File: src/design/tilt_to_differential_drive_defines.svh
// ----------------------------------------------------------------------------
// Assertion macros for the tilt to differential drive block
// Concurrent checks sampled on clk and disabled while rst is high.
// ----------------------------------------------------------------------------
`ifndef TILT_TO_DIFFERENTIAL_DRIVE_DEFINES_SVH
`define TILT_TO_DIFFERENTIAL_DRIVE_DEFINES_SVH

// Checks a property on every rising edge of clk outside reset.
`define TDD_ASSERT(label, prop, msg) \
  label: assert property (@(posedge clk) disable iff (rst) (prop)) else $error(msg);

// Checks an implication on every rising edge of clk outside reset.
`define TDD_ASSERT_IMP(label, ante, cons, msg) \
  label: assert property (@(posedge clk) disable iff (rst) (ante) |-> (cons)) \
    else $error(msg);

`endif

File: src/design/tdd_pkg.sv
// ----------------------------------------------------------------------------
// tdd_pkg
// Types, constants and helpers shared by the tilt to differential drive block.
// ----------------------------------------------------------------------------
package tdd_pkg;

  localparam logic [15:0] Q_ONE = 16'd32768;
  localparam logic [15:0] Q_HALF = 16'd16384;
  localparam logic signed [15:0] TILT_LIMIT = 16'sd160;

  localparam logic [15:0] FWD_SCALE_RESET = 16'd22938;
  localparam logic [15:0] REVERSE_SPEED_RESET = 16'd26214;
  localparam logic [15:0] REVERSE_THRESHOLD_RESET = 16'd3277;

  typedef enum logic [1:0] {
    REG_FWD_SCALE         = 2'd0,
    REG_REVERSE_SPEED     = 2'd1,
    REG_REVERSE_THRESHOLD = 2'd2
  } cfg_reg_t;

  typedef struct packed {
    logic signed [15:0] tilt_x;
    logic signed [15:0] tilt_y;
  } tilt_t;

  typedef struct packed {
    logic [15:0] left_drive;
    logic [15:0] right_drive;
    logic        reversing;
  } drive_t;

  // Mapped fractions after the first stage.
  typedef struct packed {
    logic [15:0] y;
    logic [15:0] mag_x;
    logic        x_pos;
  } map_t;

  // Final speed and wheel ratios ahead of the drive multipliers.
  typedef struct packed {
    logic [15:0] speed;
    logic [15:0] left_ratio;
    logic [15:0] right_ratio;
    logic        reversing;
  } speed_t;

  // Configuration values seen by the datapath.
  typedef struct packed {
    logic [15:0] fwd_scale;
    logic [15:0] reverse_speed;
    logic [15:0] reverse_threshold;
  } cfg_t;

  function automatic logic [15:0] cap_one(input logic [15:0] v);
    return (v > Q_ONE) ? Q_ONE : v;
  endfunction

endpackage

File: src/design/tdd_map.sv
// ----------------------------------------------------------------------------
// tdd_map
// Clamps both tilt axes and maps them to Q1.15 steering and throttle fractions.
// ----------------------------------------------------------------------------
module tdd_map
  import tdd_pkg::*;
(
  input  logic  clk,
  input  logic  rst,
  input  logic  up_valid,
  output logic  up_ready,
  input  tilt_t up_data,
  output logic  dn_valid,
  input  logic  dn_ready,
  output map_t  dn_data
);

  logic signed [15:0] tx;
  logic signed [15:0] ty;
  logic signed [8:0]  xc;
  logic signed [8:0]  yc;
  logic [7:0]         ax;
  logic [8:0]         uy;
  logic [17:0]        ax_w;
  logic [17:0]        uy_w;
  logic [17:0]        mag_full;
  logic [17:0]        y_full;
  map_t               map_next;
  logic               valid;
  map_t               data;

  always_comb begin
    tx = up_data.tilt_x;
    ty = up_data.tilt_y;
    if (tx > TILT_LIMIT) begin
      xc = TILT_LIMIT[8:0];
    end else if (tx < -TILT_LIMIT) begin
      xc = -TILT_LIMIT[8:0];
    end else begin
      xc = tx[8:0];
    end
    if (ty > TILT_LIMIT) begin
      yc = TILT_LIMIT[8:0];
    end else if (ty < -TILT_LIMIT) begin
      yc = -TILT_LIMIT[8:0];
    end else begin
      yc = ty[8:0];
    end
    ax = xc[8] ? 8'(-xc) : xc[7:0];
    uy = 9'(yc + TILT_LIMIT[8:0]);
    ax_w = {10'd0, ax};
    uy_w = {9'd0, uy};
    // Division by five as a whole part plus a small reciprocal correction:
    // n*1024/5 = n*204 + (4n)/5 and n*512/5 = n*102 + (2n)/5.
    mag_full = ax_w * 18'd204 + ((ax_w * 18'd820) >> 10);
    y_full = uy_w * 18'd102 + ((uy_w * 18'd410) >> 10);
    map_next.mag_x = mag_full[15:0];
    map_next.y = y_full[15:0];
    map_next.x_pos = !xc[8] && (xc != 9'sd0);
  end

  assign up_ready = !valid || dn_ready;

  always_ff @(posedge clk) begin
    if (rst) begin
      valid <= 1'b0;
    end else if (up_ready) begin
      valid <= up_valid;
    end
  end

  always_ff @(posedge clk) begin
    if (up_ready && up_valid) begin
      data <= map_next;
    end
  end

  assign dn_valid = valid;
  assign dn_data = data;

endmodule

File: src/design/tdd_speed.sv
// ----------------------------------------------------------------------------
// tdd_speed
// Three stages: throttle products, speed curve, reverse choice and ratios.
// ----------------------------------------------------------------------------
module tdd_speed
  import tdd_pkg::*;
(
  input  logic   clk,
  input  logic   rst,
  input  cfg_t   cfg,
  input  logic   up_valid,
  output logic   up_ready,
  input  map_t   up_data,
  output logic   dn_valid,
  input  logic   dn_ready,
  output speed_t dn_data
);

  // Stage A: squares and the high branch product.
  logic        a_valid;
  logic        a_ready;
  logic [27:0] a_sq;
  logic [31:0] a_hp;
  logic        a_low;
  logic [15:0] a_mag_x;
  logic        a_x_pos;

  // Stage B: both branch speeds.
  logic        b_valid;
  logic        b_ready;
  logic [28:0] b_prod;
  logic [15:0] b_hi_speed;
  logic        b_low;
  logic [15:0] b_mag_x;
  logic        b_x_pos;

  // Stage C: selected speed and ratios.
  logic        c_valid;
  speed_t      c_data;

  logic [27:0] sq_next;
  logic [31:0] hp_next;
  logic [28:0] prod_next;
  logic [15:0] hi_speed_next;
  speed_t      c_next;
  logic [15:0] lo_speed;
  logic [15:0] speed_raw;
  logic [15:0] adj_ratio;
  logic        rev;

  assign up_ready = !a_valid || a_ready;
  assign a_ready = !b_valid || b_ready;
  assign b_ready = !c_valid || dn_ready;

  always_comb begin
    sq_next = {14'd0, up_data.y[13:0]} * {14'd0, up_data.y[13:0]};
    hp_next = {16'd0, 16'(Q_ONE - cfg.fwd_scale)} * {16'd0, 16'(Q_ONE - up_data.y)};
  end

  always_comb begin
    prod_next = {13'd0, cfg.fwd_scale} * {16'd0, a_sq[27:15]};
    hi_speed_next = 16'(Q_ONE - a_hp[29:14]);
  end

  always_comb begin
    lo_speed = b_prod[28:13];
    speed_raw = b_low ? lo_speed : b_hi_speed;
    rev = speed_raw < cfg.reverse_threshold;
    adj_ratio = 16'(Q_ONE - b_mag_x);
    c_next.speed = rev ? cfg.reverse_speed : speed_raw;
    c_next.reversing = rev;
    c_next.left_ratio = b_x_pos ? Q_ONE : adj_ratio;
    c_next.right_ratio = b_x_pos ? adj_ratio : Q_ONE;
  end

  always_ff @(posedge clk) begin
    if (rst) begin
      a_valid <= 1'b0;
      b_valid <= 1'b0;
      c_valid <= 1'b0;
    end else begin
      if (up_ready) begin
        a_valid <= up_valid;
      end
      if (a_ready) begin
        b_valid <= a_valid;
      end
      if (b_ready) begin
        c_valid <= b_valid;
      end
    end
  end

  always_ff @(posedge clk) begin
    if (up_ready && up_valid) begin
      a_sq <= sq_next;
      a_hp <= hp_next;
      a_low <= (up_data.y < Q_HALF);
      a_mag_x <= up_data.mag_x;
      a_x_pos <= up_data.x_pos;
    end
    if (a_ready && a_valid) begin
      b_prod <= prod_next;
      b_hi_speed <= hi_speed_next;
      b_low <= a_low;
      b_mag_x <= a_mag_x;
      b_x_pos <= a_x_pos;
    end
    if (b_ready && b_valid) begin
      c_data <= c_next;
    end
  end

  assign dn_valid = c_valid;
  assign dn_data = c_data;

endmodule

File: src/design/tdd_drive.sv
// ----------------------------------------------------------------------------
// tdd_drive
// Scales the speed by each wheel ratio and holds the result for the output.
// ----------------------------------------------------------------------------
module tdd_drive
  import tdd_pkg::*;
(
  input  logic   clk,
  input  logic   rst,
  input  logic   up_valid,
  output logic   up_ready,
  input  speed_t up_data,
  output logic   dn_valid,
  input  logic   dn_stall,
  output drive_t dn_data
);

  logic [31:0] left_prod;
  logic [31:0] right_prod;
  drive_t      drive_next;
  logic        valid;
  drive_t      data;

  always_comb begin
    left_prod = {16'd0, up_data.speed} * {16'd0, up_data.left_ratio};
    right_prod = {16'd0, up_data.speed} * {16'd0, up_data.right_ratio};
    drive_next.left_drive = left_prod[30:15];
    drive_next.right_drive = right_prod[30:15];
    drive_next.reversing = up_data.reversing;
  end

  assign up_ready = !valid || !dn_stall;

  always_ff @(posedge clk) begin
    if (rst) begin
      valid <= 1'b0;
    end else if (up_ready) begin
      valid <= up_valid;
    end
  end

  always_ff @(posedge clk) begin
    if (up_ready && up_valid) begin
      data <= drive_next;
    end
  end

  assign dn_valid = valid;
  assign dn_data = data;

endmodule

File: src/design/tilt_to_differential_drive.sv
// ----------------------------------------------------------------------------
// tilt_to_differential_drive
// Maps an X/Y tilt item to left and right wheel drive and a reverse flag.
// ----------------------------------------------------------------------------
// Throughput: one item per cycle while drive_stall is low.
// Each of the five register stages holds one item: map, speed A, B, C, drive.
// A stage that is empty or moving on takes the next item, so bubbles close up.
// Reset clears every stage's valid bit and loads the default register values.
// ----------------------------------------------------------------------------
`include "tilt_to_differential_drive_defines.svh"

module tilt_to_differential_drive
  import tdd_pkg::*;
(
  input  logic        clk,
  input  logic        rst,
  input  logic        tilt_valid,
  output logic        tilt_stall,
  input  tilt_t       tilt,
  output logic        drive_valid,
  input  logic        drive_stall,
  output drive_t      drive,
  input  logic        cfg_we,
  input  logic [1:0]  cfg_index,
  input  logic [15:0] cfg_data
);

  cfg_t   cfg;
  logic   tilt_ready;
  logic   map_valid;
  logic   map_ready;
  map_t   map_data;
  logic   speed_valid;
  logic   speed_ready;
  speed_t speed_data;

  // Speed registers are stored already capped at one.
  always_ff @(posedge clk) begin
    if (rst) begin
      cfg.fwd_scale <= FWD_SCALE_RESET;
      cfg.reverse_speed <= REVERSE_SPEED_RESET;
      cfg.reverse_threshold <= REVERSE_THRESHOLD_RESET;
    end else if (cfg_we) begin
      case (cfg_reg_t'(cfg_index))
        REG_FWD_SCALE: begin
          cfg.fwd_scale <= cap_one(cfg_data);
        end
        REG_REVERSE_SPEED: begin
          cfg.reverse_speed <= cap_one(cfg_data);
        end
        REG_REVERSE_THRESHOLD: begin
          cfg.reverse_threshold <= cfg_data;
        end
        default: begin
        end
      endcase
    end
  end

  tdd_map u_map (
    .clk      (clk),
    .rst      (rst),
    .up_valid (tilt_valid),
    .up_ready (tilt_ready),
    .up_data  (tilt),
    .dn_valid (map_valid),
    .dn_ready (map_ready),
    .dn_data  (map_data)
  );

  tdd_speed u_speed (
    .clk      (clk),
    .rst      (rst),
    .cfg      (cfg),
    .up_valid (map_valid),
    .up_ready (map_ready),
    .up_data  (map_data),
    .dn_valid (speed_valid),
    .dn_ready (speed_ready),
    .dn_data  (speed_data)
  );

  tdd_drive u_drive (
    .clk      (clk),
    .rst      (rst),
    .up_valid (speed_valid),
    .up_ready (speed_ready),
    .up_data  (speed_data),
    .dn_valid (drive_valid),
    .dn_stall (drive_stall),
    .dn_data  (drive)
  );

  assign tilt_stall = !tilt_ready;

  // An output that is free to move means every stage can move.
  `TDD_ASSERT_IMP(a_no_stall_when_free, !drive_stall, !tilt_stall,
                  "input stalled while the output is free")
  // One wheel always runs at the full speed, which is the reverse speed here.
  `TDD_ASSERT_IMP(a_reverse_speed, drive_valid && drive.reversing,
                  drive.left_drive == cfg.reverse_speed ||
                  drive.right_drive == cfg.reverse_speed,
                  "reversing item without a wheel at reverse speed")
  // No drive value may exceed one.
  `TDD_ASSERT_IMP(a_drive_range, drive_valid,
                  drive.left_drive <= Q_ONE && drive.right_drive <= Q_ONE,
                  "drive value above one")

endmodule

File: config.mk
export PLATFORM = sky130hd
export DESIGN_NAME = tilt_to_differential_drive
export DESIGN_NICKNAME = d
export VERILOG_FILES = /design/src/design/tdd_pkg.sv /design/src/design/tdd_map.sv /design/src/design/tdd_speed.sv /design/src/design/tdd_drive.sv /design/src/design/tilt_to_differential_drive.sv
export VERILOG_INCLUDE_DIRS = /design/src /design/src/design
export SDC_FILE = /design/constraint.sdc
export NUM_CORES = 2
export LEC_CHECK = 0
export ABC_AREA = 1
export BUFFER_PORTS_ARGS = -buffer_cell sky130_fd_sc_hd__clkbuf_2
export CAP_MARGIN = 20
export CORE_AREA = 3 3 331 333
export DETAILED_ROUTE_END_ITERATION = 10
export DIE_AREA = 0 0 334 336
export GPL_TIMING_DRIVEN = 0
export PLACE_DENSITY = 0.66
export SETUP_SLACK_MARGIN = 0.1
export SLEW_MARGIN = 30
export SYNTH_ARGS = -nofsm -noshare
export SYNTH_HDL_FRONTEND = slang
export SYNTH_SLANG_ARGS = --single-unit
File: constraint.sdc
create_clock -name clk -period 11.7 [get_ports clk]
set_input_delay 0 -clock clk [delete_from_list [all_inputs] [get_ports clk]]
set_output_delay 0 -clock clk [all_outputs]
set_load 0.01 [all_outputs]
==> flow_summary.toml <==
[final_layout]
multi_input_area_sq_mm = 0.0384
drive_above_1_share = 0.0370
nFillCells = 10100
fin_nets = 8327
fin_util = 0.535
ff_latch_area_sq_mm = 0.00743
area_growth_pct = 7.14
diodes = 0

[run_status]
status = "finished clean"

[worst_setup_path]
arrival_ps = 8640
timing.critical_path.mode_cell = "nand2_1"
critical_path_class = "flip-flop to flip-flop"
crit_path_top_delay_cell = "fa_1"
critical-path-max-stage-delay_ps = 540
path_buf_inv = 10
start_kind = "flip-flop"
cp-end-kind = "flip-flop"
path_max_fanout = 10
path_delay_family = "adder cells"
crit_required_ps = 12080

[synth]
synth_area_leaders = "fa_1 (33%), ha_1 (14%), inv_1 (12%)"
synth_top_area_frac = 0.332
yosys.area_share.xor_xnor = 0.0277
yosys-mux-area-fraction = 0.00316
synth_area_sq_mm = 0.0534
synthesis.nets = 8164
synthCells = 6644
synth_top_family_by_area = "adder cells"
ys_seq_area_frac = 0.139
avgSynthCellArea_sq_um = 8.04
synth_edf_count = 212
synth_area_leader_cell = "fa_1"
yosysUniqueCellTypes = 55
synthFlopType = "edfxtp_1"
synth_simple_gate_area_frac = 0.169
async_reset_ff_frac = 0
synth_compound_area_frac = 0.0511
yosys_warnings = 0
synth_seq_cells = 265
synthAdderAreaFrac = 0.468

[grt]
grt_max_degree = 50
grt_util_all_layers = 0.264
overflow = 0
grt_first_pass_wirelength_um = 233000
antenna_found_initial = 3
grt_pass1_vias = 43400

[route]
ant_nets = 0
firstDrtPassIters = 6
via_per_inst = 5.21
routed_wl_um = 146000
num_vias = 42900
routedWlPerCell_um = 17.8
drt_iter0_drc = 3180
drc_errors = 0

[timing]
relSlewSlack = 0.313
tns_ps = 0
skew_ps = 30.7
report.final.slew_viol_count = 0
worst_pin_slew_ps = 1030
rsz0062_at_grt = "no"
fin_crit_ps = 8260
fin_crit_sh = 0.706
max_freq_ghz = 0.121
setup_viol = 0
hold_violations = 0

[run]
drv_cap = 0

[die]
die_w_um = 334
ios = 90
core-area_sq_mm = 0.107
num_rows = 120
dieArea_sq_mm = 0.112
start_util = 0.500
die_h_um = 336

[clock_tree]
cts.htree.levels = 2
cts_buffers = 34
clock_latency_ps = 560
worst_setup_hold_path_clk_slew_ps = 60
cts_tree = "built"
clockBufferDepth = 3
cts_sinks = 265
cts-root-buf = "clkbuf_16"

[placement]
dp_hpwl_um = 123000
gp_congestion = 0.941
io_buffer_count = 89

[worst_hold_path]
worstHoldPathType = "primary input to flip-flop"
sequential cells by signal, indices dropped and copies added, names as in the netlist:
register            flops
cfg                    48
u_drive.dn_data        33
u_drive.dn_valid        1
u_map.dn_data          33
u_map.dn_valid          1
u_speed.a_hp           16
u_speed.a_low           1
u_speed.a_mag_x        16
u_speed.a_sq           13
u_speed.a_valid         1
u_speed.a_x_pos         1
u_speed.b_hi_speed     16
u_speed.b_low           1
u_speed.b_mag_x        16
u_speed.b_prod         16
u_speed.b_valid         1
u_speed.b_x_pos         1
u_speed.dn_data        49
u_speed.dn_valid        1
layer usage:
metal	GRT usage	part of all wire	wire [um]
met5	0	0	0
met4	0.0850	0.035	5060
met3	0.0382	0.072	10600
met2	0.442	0.47	68800
met1	0.354	0.42	61900
through the flow:
stage	hold WS [ps]	setup WS [ps]	area [sq um]	std cells
floorplan	105	5000	53400	6644
global placement	268	3810	55600	8136
detailed placement	266	3630	55800	8143
CTS	56.7	3600	57200	8234
global route	95.3	3050	57200	8234
finish	90.4	3440	57200	8234
synthesized netlist by cell type (8+ instances only):
cell      number
nand2_1     1540
o21bai_1      17
nand3_1      146
inv_2         10
nor4_1        18
buf_2         16
nand3b_1      13
nor3_2         8
o21a_1        14
o21ai_0      146
nand4_1       45
or2_2         11
nor2_1       369
xnor2_1       53
fa_1         887
a21oi_1      224
xor2_1       116
inv_1       1773
dfxtp_1       53
a21o_1        21
mux2_2        15
o211ai_1      16
clkbuf_1     196
ha_1         578
nand2_2        9
nor3_1        47
edfxtp_1     212
a31oi_1       19
cells by family (layout without fill, tap and decap cells):
family,count (synthesis),in the layout
buf+inv,2013,2200
flops,265,265
simple gates,2228,2228
compound gates,489,489
mux,15,15
fa+ha+maj,1465,1465
xor+xnor,169,169
placed cells by master (no fill, tap or decap), drive strengths merged, types with 5 or more instances in the layout:
master,netlist,layout
a21o,21,21
xnor2,53,53
and2,6,6
nand4,47,47
a221oi,5,5
nor4,19,19
buf,24,31
clkinv,8,21
edfxtp,212,212
dlygate4sd3,0,31
a31oi,19,19
nand3b,13,13
nand2,1549,1549
clkbuf,198,327
o211ai,16,16
xor2,116,116
dfxtp,53,53
o21bai,17,17
ha,578,578
fa,887,887
or2,12,12
nor2,375,375
nor3,55,55
mux2,15,15
a21oi,224,224
nand3,147,147
inv,1783,1788
o21ai,155,155
a211oi,6,6
o21a,14,14
worst reg2reg max path: cells and delay by family, from the launching register on:
kind	cells	cell delay, ps
AND/OR/NAND/NOR	13	2040
adder cells (fa/ha/maj)	8	3790
flip-flops	1	300
XOR/XNOR	1	180
buffers and inverters	10	1590
AO/OA/AOI/OAI	1	200
area by class of cell:
cell class                 instances  share of cell area
inverter                        1791               0.118
buffer                           222              0.0155
multi-input combinational       4366               0.672
sequential                       265               0.130
clock inverter                    20             0.00264
tap                             1403              0.0307
timing repair buffer             127              0.0160
clock buffer                      40              0.0163
final timing paths:
path,startpoint,endpoint,slack [ps],cells past startpoint
max,cfg[32],u_speed.a_hp[26],3440,33
min reg2reg,u_map.dn_data[11],u_speed.a_mag_x[10],390,0
min,tilt[2],u_map.dn_data[17],90,6
max reg2reg,cfg[32],u_speed.a_hp[26],3440,33
what timing repair did:
item,4_1_cts,5_1_grt
gates resized for setup,0,0
hold buffers,31,0
hold endpoints to repair,52,0
buffers inserted,0,0
Power is left out: the tool's default activity adds up to more than one toggle a clock period on the data nets, which glitch-free logic cannot reach.
